===== src/hdl/spm_pkg.sv =====
`timescale 1ns / 1ps
// ----------------------------------------------------------------------------
// spm_pkg
// shared widths, constants and controller/datapath interface types for the
// sparse polynomial multiplier
// ----------------------------------------------------------------------------
package spm_pkg;

  localparam int COEF_W    = 16;
  localparam int EXP_W     = 5;
  localparam int SLOT_W    = 6;
  localparam int PROD_W    = 2 * COEF_W;
  localparam int SUM_W     = 44;
  localparam int EXP_SLOTS = 63;
  localparam logic [SLOT_W-1:0] LAST_SLOT = SLOT_W'(EXP_SLOTS - 1);

  // commands from the controller to the datapath
  typedef struct packed {
    logic store_a;     // write the incoming term into the first-polynomial store
    logic load_b;      // capture a second-polynomial term, rewind the term index
    logic mac_issue;   // read one stored term and launch its product
    logic scan_rd;     // read the accumulator at the scan slot
    logic scan_next;   // advance the scan slot
    logic out_load;    // load the output register from the accumulator read
    logic clear_all;   // drop stored terms and present marks
  } cmd_t;

  // status from the datapath to the controller
  typedef struct packed {
    logic count_zero;    // no first-polynomial terms stored
    logic idx_last;      // term index is at the last stored term
    logic pipe_busy;     // products still in flight
    logic slot_present;  // scan slot holds a present exponent
    logic slot_end;      // scan slot is the highest exponent
    logic out_last;      // output register holds the final result
  } status_t;

endpackage


===== src/hdl/spm_ctrl.sv =====
`timescale 1ns / 1ps
// ----------------------------------------------------------------------------
// spm_ctrl
// sequencer for term storage, multiply-accumulate passes and result scan
// ----------------------------------------------------------------------------
module spm_ctrl
  import spm_pkg::*;
(
  input  logic    clk,
  input  logic    rst,
  input  logic    in_valid,
  input  logic    poly_select,
  input  logic    last_term,
  input  logic    out_ready,
  input  status_t status,
  output logic    in_ready,
  output logic    out_valid,
  output cmd_t    cmd
);

  localparam logic [2:0] ST_IDLE  = 3'd0;
  localparam logic [2:0] ST_MAC   = 3'd1;
  localparam logic [2:0] ST_DRAIN = 3'd2;
  localparam logic [2:0] ST_SCAN  = 3'd3;
  localparam logic [2:0] ST_LOAD  = 3'd4;
  localparam logic [2:0] ST_SEND  = 3'd5;

  logic [2:0] state;
  logic [2:0] state_next;
  logic       b_last;
  logic       b_last_next;
  logic       in_beat;

  assign in_ready  = (state == ST_IDLE);
  assign out_valid = (state == ST_SEND);
  assign in_beat   = in_valid && in_ready;

  always_comb begin
    state_next  = state;
    b_last_next = b_last;
    cmd         = '0;
    case (state)
      ST_IDLE: begin
        if (in_beat) begin
          if (!poly_select) begin
            cmd.store_a = 1'b1;
          end else begin
            cmd.load_b  = 1'b1;
            b_last_next = last_term;
            if (!status.count_zero) begin
              state_next = ST_MAC;
            end else if (last_term) begin
              state_next = ST_SCAN;
            end
          end
        end
      end
      ST_MAC: begin
        cmd.mac_issue = 1'b1;
        if (status.idx_last) begin
          state_next = ST_DRAIN;
        end
      end
      ST_DRAIN: begin
        if (!status.pipe_busy) begin
          state_next = b_last ? ST_SCAN : ST_IDLE;
        end
      end
      ST_SCAN: begin
        if (status.slot_present) begin
          cmd.scan_rd = 1'b1;
          state_next  = ST_LOAD;
        end else if (status.slot_end) begin
          cmd.clear_all = 1'b1;
          state_next    = ST_IDLE;
        end else begin
          cmd.scan_next = 1'b1;
        end
      end
      ST_LOAD: begin
        cmd.out_load = 1'b1;
        state_next   = ST_SEND;
      end
      ST_SEND: begin
        if (out_ready) begin
          if (status.out_last) begin
            cmd.clear_all = 1'b1;
            state_next    = ST_IDLE;
          end else begin
            cmd.scan_next = 1'b1;
            state_next    = ST_SCAN;
          end
        end
      end
      default: begin
        state_next = ST_IDLE;
      end
    endcase
  end

  always_ff @(posedge clk) begin
    if (rst) begin
      state  <= ST_IDLE;
      b_last <= 1'b0;
    end else begin
      state  <= state_next;
      b_last <= b_last_next;
    end
  end

endmodule


===== config.mk =====
export PLATFORM = sky130hd
export DESIGN_NAME = spm_ctrl
export DESIGN_NICKNAME = d
export VERILOG_FILES = /design/src/hdl/spm_pkg.sv /design/src/hdl/spm_ctrl.sv
export SDC_FILE = /design/constraint.sdc
export NUM_CORES = 1
export LEC_CHECK = 0
export ABC_CLOCK_PERIOD_IN_PS = 2400
export BUFFER_PORTS_ARGS = -buffer_cell sky130_fd_sc_hd__buf_2
export CAP_MARGIN = 20
export CELL_PAD_IN_SITES_DETAIL_PLACEMENT = 0
export CELL_PAD_IN_SITES_GLOBAL_PLACEMENT = 2
export CORE_MARGIN = 2
export CORE_UTILIZATION = 23
export DETAILED_ROUTE_END_ITERATION = 10
export PLACE_DENSITY_LB_ADDON = 0.1
export SETUP_SLACK_MARGIN = 0.2
export SLEW_MARGIN = 10
export SYNTH_ARGS = -nofsm -noshare
export SYNTH_HDL_FRONTEND = slang
export SYNTH_SLANG_ARGS = --single-unit

===== constraint.sdc =====
create_clock -name clk -period 2.4 [get_ports clk]
set_clock_uncertainty 0.05 [all_clocks]
set_input_delay 0.12 -clock clk [delete_from_list [all_inputs] [get_ports clk]]
set_output_delay 0.12 -clock clk [all_outputs]
set_load 0.03 [all_outputs]

Word level (Yosys, flattened, before mapping)
Cells that the tools add are included.
{"block": "classes", "n_lt_le_gt_ge": 0, "n_addsub": 0, "shift": 0, "multipliers": 0, "eq_ne": 12, "n_reduce_logical": 4, "mux": 30, "n_bitwise": 0, "div_mod_pow": 0}
{"op": "3-bit 2-to-1 mux", "count": 9}
{"op": "3-bit case mux with 6 select lines", "count": 1}
{"op": "1-bit 2-to-1 mux", "count": 14}
{"op": "2-bit 2-to-1 mux", "count": 4}
{"op": "2-bit inequality test, second input constant", "count": 4}
{"op": "7-bit AND reduction", "count": 1}
{"op": "3-bit by 2-bit equality test with 1-bit output, second input constant", "count": 2}
{"op": "3-bit equality test, second input constant", "count": 2}
{"op": "3-bit inequality test, second input constant", "count": 2}
{"op": "1-bit case mux with 2 select lines", "count": 2}
{"op": "3-bit by 1-bit equality test with 1-bit output, second input constant", "count": 1}
{"op": "3-bit logical NOT", "count": 1}
{"op": "3-bit AND reduction", "count": 1}
{"op": "2-bit by 1-bit inequality test with 1-bit output, second input constant", "count": 1}
{"op": "1-bit logical AND", "count": 1}
{"block": "totals", "regBits": 4, "in_bits": 12, "n_memories": 0, "mem_bits_rw": 0, "latch_bits": 0, "wordCells": 48, "rom_bits": 0}

Longest topological paths before layout
Gate-level depths: netlist (run 1).
{"block": "depth", "word_depth": 5, "ltp_mapped": 5}

Worst setup path after synthesis (run 1)
Ideal clock, no wire load.
{"block": "synth_path", "path_kind": "register to output", "startpoint": "register state[0]", "endpoint": "output port cmd[2] in the netlist's numbering", "stages_incl_launch_ff": 6, "setup_slack_ns": 0.639, "t_required_ns": 2.230, "n_path_buf": 1, "arrival_time_ns": 1.591, "cell_sequence": "dfxtp_1 buf_6 nand2_1 nor2_1 nand2_1 o21ai_1"}
{"item": "from (decl)", "line": "spm_ctrl.sv:28", "source": "logic [2:0] state;"}
{"item": "from (signal assigned)", "line": "spm_ctrl.sv:106", "source": "state <= state_next;"}
{"item": "to (decl)", "line": "spm_ctrl.sv:18", "source": "output cmd_t cmd"}

==> results.sh, run 1 <==
export IMPL_layout_drive_gt1_share_pct=40.8
export IMPL_layout_cells_non_filler=87
export IMPL_fillers=181
export IMPL_netlist_top_cells_count="nand2b_1, nor2_1, nand2_1, dfxtp_1, a21oi_1"
export IMPL_finalSetupViolCount=0
export IMPL_cts_hold_buf=0
export IMPL_numCtsBuffers=3
export IMPL_gr_total_overflow=0
export IMPL_clock_sinks=4
export IMPL_power_density_nw_per_um2=594
export IMPL_yosysWarningCount=0
export IMPL_worstPathArrival_ns=1.51
export IMPL_dieArea_um2=2070
export IMPL_final_util_pct=32.6
export IMPL_leakagePower_nw=0.241
export IMPL_fp_dieH_um=45.5
export IMPL_rsz0062_at_grt="false"
export IMPL_ctsResizeCount=0
export IMPL_synthTopCellsByArea="dfxtp_1, nand2b_1, buf_6"
export IMPL_irDropWorstVdd_v=0.000197
export IMPL_maxCapViolCount=0
export IMPL_placementRows=14
export IMPL_drv_slew=0
export IMPL_first_pass_iters=4
export IMPL_htree_levels=1
export IMPL_crit_required_ns=2.23
export IMPL_cp_start_kind="flop"
export IMPL_post_cts_setup_buffers=0
export IMPL_async_reset_ff_share_pct=0
export IMPL_routedWlPerCell_um=12.4
export IMPL_cts_tree="yes"
export IMPL_synth_top_area_cell="dfxtp_1"
export IMPL_port_buffers=20
export IMPL_core_area_um2=1560
export IMPL_tns_ns=0
export IMPL_synth_nets=63
export IMPL_drc=0
export IMPL_clock_latency_ns=0.23
export IMPL_synthCells=51
export IMPL_ctsRootBufferMaster="clkbuf_4"
export IMPL_tightest_slew_ns=0.412
export IMPL_finalCriticalPeriod_ns=1.68
export IMPL_area_growth_pct=28.5
export IMPL_path_class="reg2out"
export IMPL_outcome="complete, no violations"
export IMPL_max_slew_margin_pct=72.5
export IMPL_ant_nets=0
export IMPL_initial_core_util_pct=25.4
export IMPL_period_share_pct=70.2
export IMPL_dp_hpwl_um=882
export IMPL_synth_edf_count=0
export IMPL_cp_max_fo=11
export IMPL_fp_dieW_um=45.5
export IMPL_avgSynthCellArea_um2=7.75
export IMPL_hold_viol=0
export IMPL_syn_area_um2=395
export IMPL_grt_pass1_wl_mm=1.84
export IMPL_grt_pass1_vias=427
export IMPL_cts_clk_slew_worst_paths_ns=0.04
export IMPL_gp_congestion=0.719
export IMPL_antenna_found_initial=0
export IMPL_grt_max_degree=13
export IMPL_pin_count=21
export IMPL_track_usage_pct=12.3
export IMPL_antenna_cells=0
export IMPL_synth_seq_cells=4
export IMPL_cp_end_kind="primary output"
export IMPL_seq_area_frac_synth_pct=20.3
export IMPL_drtIter0Drc=4
export IMPL_fmax_mhz=594
export IMPL_cts_max_path_buffers=2
export IMPL_dp_cells=84
export IMPL_routed_wl_mm=1.08
export IMPL_synth_top_area_share_pct=20.3
export IMPL_hold_class="in2reg"
export IMPL_vias=433
export IMPL_synth_cell_type_count=27
export IMPL_synth_ff_type="dfxtp_1"
export IMPL_via_per_inst=4.98
export IMPL_nets=85
cells in the final DEF, fill, tap and decap left out, types with 2 or more instances in the layout:
| cell type | n |
|---|---|
| nor2_1 | 6 |
| dfxtp_1 | 4 |
| buf_2 | 20 |
| a21oi_1 | 3 |
| clkbuf_4 | 3 |
| nor3_2 | 2 |
| a21o_1 | 2 |
| nand2_1 | 5 |
| nand2b_1 | 6 |
| nor4_1 | 2 |
| nor3_1 | 2 |
critical path, cell delays in order (launching register included):
cell	delay (ns)
dfxtp_1	0.56
nand2_1	0.18
nor3_2	0.17
nand2b_1	0.09
o21ai_1	0.07
buf_2	0.20
worst paths after layout:
path / startpoint / end / slack [ns] / cells after the start
max: state[1]$_SDFFE_PP0P_ / cmd[2] / 0.72 / 5
min: rst / b_last$_SDFFE_PP0P_ / 0.04 / 2
max reg2reg: state[1]$_SDFFE_PP0P_ / state[1]$_SDFFE_PP0P_ / 0.99 / 4
min reg2reg: b_last$_SDFFE_PP0P_ / b_last$_SDFFE_PP0P_ / 0.50 / 2
flip-flops by register name (all words and copies together) (netlist names):
name    cells
state       3
b_last      1
per-stage QoR:
| stage | setup slack [ns] | hold WS (ns) | cell area, µm² | power [mW] |
|---|---|---|---|---|
| 2_1_floorplan | 0.639 | 0.142 | 395 | 0.192 |
| 5_1_grt | 0.551 | 0.0630 | 508 | 0.329 |
| 4_1_cts | 0.705 | 0.0447 | 508 | 0.307 |
| 6_report | 0.716 | 0.0446 | 508 | 0.302 |
| 3_5_place_dp | 0.964 | 0.293 | 485 | 0.220 |
| 3_3_place_gp | 0.946 | 0.297 | 485 | 0.223 |
cells by family (layout without fill, tap and decap cells):
group,after synthesis,after routing,synth area share (%)
and+or+nand+nor,28,28,41.5
AOI/OAI and AO/OA,14,14,27.2
DFF,4,4,20.3
buffers and inverters,4,24,8.54
muxes,1,1,2.53
area by class of cell:
type / count / area (µm²) / area share [%]
Tap cell: 16 / 20.0 / 3.94
Clock buffer: 3 / 22.5 / 4.43
Inverter: 1 / 3.75 / 0.739
Multi-Input combinational cell: 43 / 282 / 55.4
Timing Repair Buffer: 20 / 100 / 19.7
Sequential cell: 4 / 80.1 / 15.8
power breakdown:
group          total (mW)  leakage (nW)  switching (mW)  internal (mW)
Clock              0.0836        0.0138          0.0276         0.0559
Sequential         0.0946        0.0326          0.0204         0.0742
Combinational       0.124         0.195          0.0720         0.0518
Total               0.302         0.241           0.120          0.182
per-layer routing:
layer  part of all wire, %  routed length [µm]  GRT usage (%)  vias to the layer above
li1                      -                   -              -                      228
met1                    46                 500           16.0                      190
met2                    48                 516           19.4                       15
met3                   5.6                  60           1.19                        0
met4                     0                   0           7.06                        0
met5                     0                   0              0                        -
(Power assumes the default switching activity.)
==> run 2, diff against run 1 <==
--- a/config.mk
+++ b/config.mk
@@ -5,13 +5,14 @@
 export SDC_FILE = /design/constraint.sdc
 export NUM_CORES = 1
 export LEC_CHECK = 0
-export ABC_CLOCK_PERIOD_IN_PS = 2400
+export ABC_AREA = 1
+export ABC_CLOCK_PERIOD_IN_PS = 1400
 export BUFFER_PORTS_ARGS = -buffer_cell sky130_fd_sc_hd__buf_2
 export CAP_MARGIN = 20
 export CELL_PAD_IN_SITES_DETAIL_PLACEMENT = 0
 export CELL_PAD_IN_SITES_GLOBAL_PLACEMENT = 2
 export CORE_MARGIN = 2
-export CORE_UTILIZATION = 23
+export CORE_UTILIZATION = 17
 export DETAILED_ROUTE_END_ITERATION = 10
 export PLACE_DENSITY_LB_ADDON = 0.1
 export SETUP_SLACK_MARGIN = 0.2
==> constraint.sdc (replaced) <==
create_clock -name clk -period 1.4 [get_ports clk]
set_clock_uncertainty 0.05 [all_clocks]
set_input_delay 0.07 -clock clk [delete_from_list [all_inputs] [get_ports clk]]
set_output_delay 0.07 -clock clk [all_outputs]
set_load 0.03 [all_outputs]
==> run 2 against run 1 <==
Effect of this change:
- non-clock buffer count is 12 higher
- critical endpoint is now cmd[0]
- clock power increased by 72%
- via count up 18%
- highest routed layer is now met4
- cell count grew 49%
==> results.sh, run 2 <==
export IMPL_critPathBufInv=2
export IMPL_synth_nets=79
export IMPL_grt_pass1_wl_mm=2.10
export IMPL_antenna_found_initial=0
export IMPL_hold_viol=0
export IMPL_finalCriticalPeriod_ns=1.35
export IMPL_drtIter0Drc=6
export IMPL_pwr_share_seq_pct=17.2
export IMPL_stdcell_area_um2=786
export IMPL_top_register="state"
export IMPL_cts_clk_slew_worst_paths_ns=0.04
export IMPL_cts_max_path_buffers=2
export IMPL_drv_slew=0
export IMPL_synth_seq_cells=4
export IMPL_placementRows=17
export IMPL_via_per_inst=3.94
export IMPL_largest_reg_flops=3
export IMPL_critical_path_endpoint="cmd[0]"
export IMPL_synth_top_area_share_pct=20.1
export IMPL_synth_most_common_cell="inv_1"
export IMPL_port_buffers=20
export IMPL_irDropWorstVdd_v=0.000713
export IMPL_layout_drive_gt1_share_pct=66.7
export IMPL_final_cell_mix="buf_2, buf_6, nand2_1"
export IMPL_cpPeakStageDelay_ns=0.37
export IMPL_placed_area_um2=559
export IMPL_synth_ff_type="dfxtp_1"
export IMPL_finalPower_mw=1.18
export IMPL_max_slew_margin_pct=87.1
export IMPL_dp_hpwl_um=967
export IMPL_tightest_slew_ns=0.194
export IMPL_gp_congestion=0.723
export IMPL_period_share_pct=96.7
export IMPL_rsz0062_at_grt="true"
export IMPL_grt_max_degree=10
export IMPL_crit_chain="inv_4, nor2_4, nand2_2, o32ai_2, buf_4"
export IMPL_finalSetupViolCount=0
export IMPL_yosysWarningCount=0
export IMPL_outcome="complete, no violations"
export IMPL_crit_required_ns=1.28
export IMPL_fmax_mhz=739
export IMPL_fp_dieW_um=52.4
export IMPL_syn_area_um2=398
export IMPL_startpoint="state[0]$_SDFFE_PP0P_"
export IMPL_gr_total_overflow=0
export IMPL_cp_max_fo=4
export IMPL_p_int_mw=0.641
export IMPL_comb_power_share_pct=70.7
export IMPL_routed_wl_mm=1.24
export IMPL_netSwitchingPower_mw=0.539
export IMPL_numCtsBuffers=3
export IMPL_seq_area_frac_synth_pct=20.1
export IMPL_dieArea_um2=2740
export IMPL_cp_depth=5
export IMPL_synth_edf_count=0
export IMPL_maxCapViolCount=0
export IMPL_clock_latency_ns=0.24
export IMPL_fp_dieH_um=52.4
export IMPL_antenna_cells=0
export IMPL_reg2reg_from="state[0]$_SDFFE_PP0P_"
export IMPL_nets=116
export IMPL_netlist_top_cells_count="inv_1, nand2_1, nand3_1, nand2_2, nor2_1"
export IMPL_drc=0
export IMPL_synth_cell_type_count=16
export IMPL_async_reset_ff_share_pct=0
export IMPL_worstPathArrival_ns=1.23
export IMPL_cp_start_kind="flop"
export IMPL_vias=512
export IMPL_reg2reg_slack_ns=0.15
export IMPL_routedWlPerCell_um=9.51
export IMPL_first_pass_iters=3
export IMPL_synth_top_area_cell="dfxtp_1"
export IMPL_cp_end_kind="primary output"
export IMPL_top_regs="state (3), b_last (1)"
export IMPL_initial_core_util_pct=18.0
export IMPL_track_usage_pct=10.7
export IMPL_area_growth_pct=97.5
export IMPL_leakagePower_nw=0.408
export IMPL_pin_count=21
export IMPL_avgSynthCellArea_um2=5.94
export IMPL_ctsRootBufferMaster="clkbuf_4"
export IMPL_cp_top_family="flip-flops"
export IMPL_cts_tree="yes"
export IMPL_clock_sinks=4
export IMPL_synthTopCellsByArea="dfxtp_1, inv_1, nand2_1"
export IMPL_ant_nets=0
export IMPL_reg2reg_to="state[0]$_SDFFE_PP0P_"
export IMPL_htree_levels=1
export IMPL_rr_worst_depth=10
export IMPL_clock_power_share_pct=12.2
export IMPL_grt_pass1_vias=475
export IMPL_synthCells=67
export IMPL_hold_class="in2reg"
export IMPL_power_density_nw_per_um2=1500
export IMPL_core_area_um2=2210
export IMPL_path_class="reg2out"
export IMPL_slowest_stage="dfxtp_4"
export IMPL_netSwitchingFraction_pct=45.7
## run 2: repair_timing
| action | CTS | global route |
|---|---|---|
| endpoints found under the hold margin | 1 | 0 |
| pin swaps | 8 | 8 |
| gates resized for setup | 31 | 10 |
| buffers inserted | 7 | 3 |
| setup endpoints to repair | 11 | 12 |
| hold buffers | 1 | 0 |
| cloned | 0 | 0 |
## run 2: worst min-delay path, cell delays in order
cell and delay (ns):
buf_2 0.08, inv_1 0.05, a21oi_2 0.10
## run 2: final cells by class
class | count | area, µm²
fill | 262 | 1430
inverter | 16 | 67.6
clock buffer | 3 | 22.5
timing repair buffer | 32 | 256
multi-input combinational | 47 | 313
sequential | 4 | 91.3
tap | 28 | 35.0
## run 2: metal layers
metal | GRT usage, % | wire length (µm) | part of all wire [%] | up-vias
met4 | 7.69 | 31 | 2.5 | 0
met5 | 0 | 0 | 0 | -
met3 | 2.57 | 37 | 3.0 | 4
met1 | 14.2 | 583 | 47 | 219
met2 | 14.6 | 583 | 47 | 9
li1 | - | - | - | 280
## run 2: stage by stage
stage	util (%)	hold WS, ns	cells	setup WS (ns)	setup TNS [ns]
after floorplan	-	0.0894	67	0.131	0
after global placement	25.3	0.199	116	0.00857	0
after detailed placement	25.3	0.199	116	0.0801	0
after CTS	33.2	0.0533	127	-0.00109	-0.00109
after global routing	35.5	0.0557	130	-0.0207	-0.0207
final	35.5	0.0530	130	0.0466	0
## run 2: power groups by stage
stage	logic [mW]	registers (mW)	clock network [mW]
floorplan	0.424	0.173	0
global placement	0.572	0.185	0
detailed placement	0.562	0.180	0
CTS	0.762	0.203	0.152
global route	0.908	0.208	0.159
finish	0.834	0.202	0.144
## run 2: logic make-up after synthesis
| logic type | Yosys count | share of synthesized area, % |
|---|---|---|
| AO/OA/AOI/OAI | 6 | 8.80 |
| AND/OR/NAND/NOR | 41 | 56.0 |
| flip-flops | 4 | 20.1 |
| buffers and inverters | 16 | 15.1 |
## run 2: how the worst min path moves through the flow
stage / start / end / slack, ns / cells after the start
detailed placement: rst / state[2]$_SDFFE_PP0P_ / 0.20 / 2
finish: last_term / b_last$_SDFFE_PP0P_ / 0.05 / 3
CTS: last_term / b_last$_SDFFE_PP0P_ / 0.05 / 3
global route: last_term / b_last$_SDFFE_PP0P_ / 0.06 / 3
global placement: rst / state[2]$_SDFFE_PP0P_ / 0.20 / 2
floorplan: rst / state[2]$_SDFFE_PP0P_ / 0.09 / 1
==> run 3, diff against run 2 <==
--- a/config.mk
+++ b/config.mk
@@ -14,7 +14,7 @@
 export CORE_MARGIN = 2
 export CORE_UTILIZATION = 17
 export DETAILED_ROUTE_END_ITERATION = 10
-export PLACE_DENSITY_LB_ADDON = 0.1
+export PLACE_DENSITY = 0.77
 export SETUP_SLACK_MARGIN = 0.2
 export SLEW_MARGIN = 10
 export SYNTH_ARGS = -nofsm -noshare
==> run 3 against run 2 <==
Effect of this change:
- clock power is essentially flat
- via count down 2.1%
- first-iteration DRC count is 33% higher
- flip-flop and latch count did not move
- largest cell class unchanged
- count of clock-buffer cells in the layout unchanged
- global-route usage down 1.2 points
- highest routed layer unchanged
- wire length down 7.0%
- final area shrank 8.4%
- hold slack got worse by 0.0076 ns
- sequential share of layout area rose by 1.1 points
- total power fell by 10%
==> results.sh, run 3 (same netlist as run 2, synthesis figures left out) <==
export IMPL_outcome="complete, no violations"
export IMPL_grt_pass1_vias=501
export IMPL_busiest_layer="met2"
export IMPL_path_class="reg2out"
export IMPL_drtIter0Drc=8
export IMPL_period_share_pct=95.7
export IMPL_initial_core_util_pct=18.0
export IMPL_port_buffers=20
export IMPL_vias=501
export IMPL_fp_dieH_um=52.4
export IMPL_largest_reg_flops=3
export IMPL_numCtsBuffers=3
export IMPL_gp_congestion=0.763
export IMPL_critPathBufInv=2
export IMPL_htree_levels=1
export IMPL_nets=108
export IMPL_dp_cells=115
export IMPL_hold_class="in2reg"
export IMPL_cpPeakStageDelay_ns=0.37
export IMPL_crit_chain="inv_4, nor2_4, nand2_2, o32ai_2, buf_4"
export IMPL_final_cell_mix="buf_2, inv_1, nand2_1"
export IMPL_cts_clk_slew_worst_paths_ns=0.04
export IMPL_grt_max_degree=10
export IMPL_layout_cells_non_filler=122
export IMPL_core_area_um2=2210
export IMPL_slowest_stage="dfxtp_4"
export IMPL_maxCapViolCount=0
export IMPL_gr_total_overflow=0
export IMPL_pin_count=21
export IMPL_area_growth_pct=80.8
export IMPL_irDropWorstVdd_v=0.000613
export IMPL_netSwitchingFraction_pct=49.2
export IMPL_top_register="state"
export IMPL_use_met3_pct=3.14
export IMPL_crit_required_ns=1.28
export IMPL_via_per_inst=4.11
export IMPL_ctsRootBufferMaster="clkbuf_4"
export IMPL_fp_dieW_um=52.4
export IMPL_netSwitchingPower_mw=0.520
export IMPL_dieArea_um2=2740
export IMPL_pwr_share_seq_pct=19.6
export IMPL_final_common_cell="buf_2"
export IMPL_hold_viol=0
export IMPL_use_met1_pct=9.62
export IMPL_tns_ns=0
export IMPL_grt_use_met2_pct=17.5
export IMPL_leakagePower_nw=0.370
export IMPL_clock_power_share_pct=13.9
export IMPL_power_density_nw_per_um2=1470
export IMPL_fmax_mhz=746
export IMPL_tightest_slew_ns=0.188
export IMPL_top_regs="state (3), b_last (1)"
export IMPL_routed_wl_mm=1.15
export IMPL_cts_tree="yes"
export IMPL_track_usage_pct=9.48
export IMPL_cp_top_family="flip-flops"
export IMPL_p_int_mw=0.537
export IMPL_placementRows=17
export IMPL_worstPathArrival_ns=1.22
export IMPL_dp_hpwl_um=893
export IMPL_comb_power_share_pct=66.5
export IMPL_finalPower_mw=1.06
export IMPL_cts_max_path_buffers=2
export IMPL_max_slew_margin_pct=87.5
export IMPL_routedWlPerCell_um=9.42
export IMPL_finalSetupViolCount=0
export IMPL_antenna_found_initial=0
export IMPL_grt_pass1_wl_mm=1.90
export IMPL_layout_drive_gt1_share_pct=62.8
export IMPL_antenna_cells=0
export IMPL_holdWs_ns=0.0454
export IMPL_cp_max_fo=3
export IMPL_first_pass_iters=4
export IMPL_drv_slew=0
export IMPL_cp_end_kind="primary output"
export IMPL_cp_start_kind="flop"
export IMPL_clock_sinks=4
export IMPL_drc=0
export IMPL_clock_latency_ns=0.24
export IMPL_ant_nets=0
export IMPL_finalCriticalPeriod_ns=1.34
export IMPL_rsz0062_at_grt="true"
==> run 3: changes by cell type in the layout (fill, tap and decap cells not counted), sizes merged <==
cell	delta
buf	-8
==> run 3: layer usage <==
metal | part of all wire [%] | vias up
met5 | 0 | -
met4 | 1.5 | 0
met3 | 4.4 | 2
met2 | 52 | 10
met1 | 42 | 225
li1 | - | 264
==> run 3: power by group through the flow <==
stage	clock network, mW	registers [mW]	logic, mW
floorplan	0	0.173	0.424
global placement	0	0.179	0.536
detailed placement	0	0.179	0.533
CTS	0.148	0.204	0.645
global route	0.153	0.213	0.771
finish	0.147	0.207	0.703
==> run 3: worst reg2reg max path, stage by stage (launching register included) <==
cell and delay (ns):
dfxtp_4 0.37, inv_4 0.04, nor2_4 0.11, buf_6 0.14
nand3_4 0.07, nand2_2 0.08, nor2_4 0.04, nand2_2 0.07
nand2_1 0.05, nand2_1 0.06, nor2_2 0.03
==> run 3: what timing repair did <==
item	in CTS	in global routing
endpoints found under the hold margin	1	0
pin swaps	2	7
resized for setup	25	14
setup buffers	2	1
hold buffers	1	0
endpoints found under the setup margin	11	11
==> run 3: layout make-up <==
class / instances / area (µm²)
clock buffer: 3 / 22.5
fill: 255 / 1490
inverter: 16 / 65.1
multi-input combinational: 47 / 324
sequential: 4 / 91.3
tap: 28 / 35.0
timing repair buffer: 24 / 181
==> run 3: worst paths after layout <==
kind	depth (start not counted)	start	end	slack [ns]
worst min-delay path	3	last_term	b_last$_SDFFE_PP0P_	0.05
worst min register to register	2	b_last$_SDFFE_PP0P_	b_last$_SDFFE_PP0P_	0.48
worst max register to register	10	state[0]$_SDFFE_PP0P_	state[0]$_SDFFE_PP0P_	0.17
worst max-delay path	5	state[0]$_SDFFE_PP0P_	cmd[0]	0.06
==> run 3: stage by stage <==
step	cell area, µm²	worst slack (ns)	utilization (%)
4_1_cts	667	0.0237	30.1
2_1_floorplan	417	0.131	-
5_1_grt	719	-0.00803	32.5
3_3_place_gp	552	0.110	24.9
6_report	719	0.0603	32.5
3_5_place_dp	552	0.120	24.9
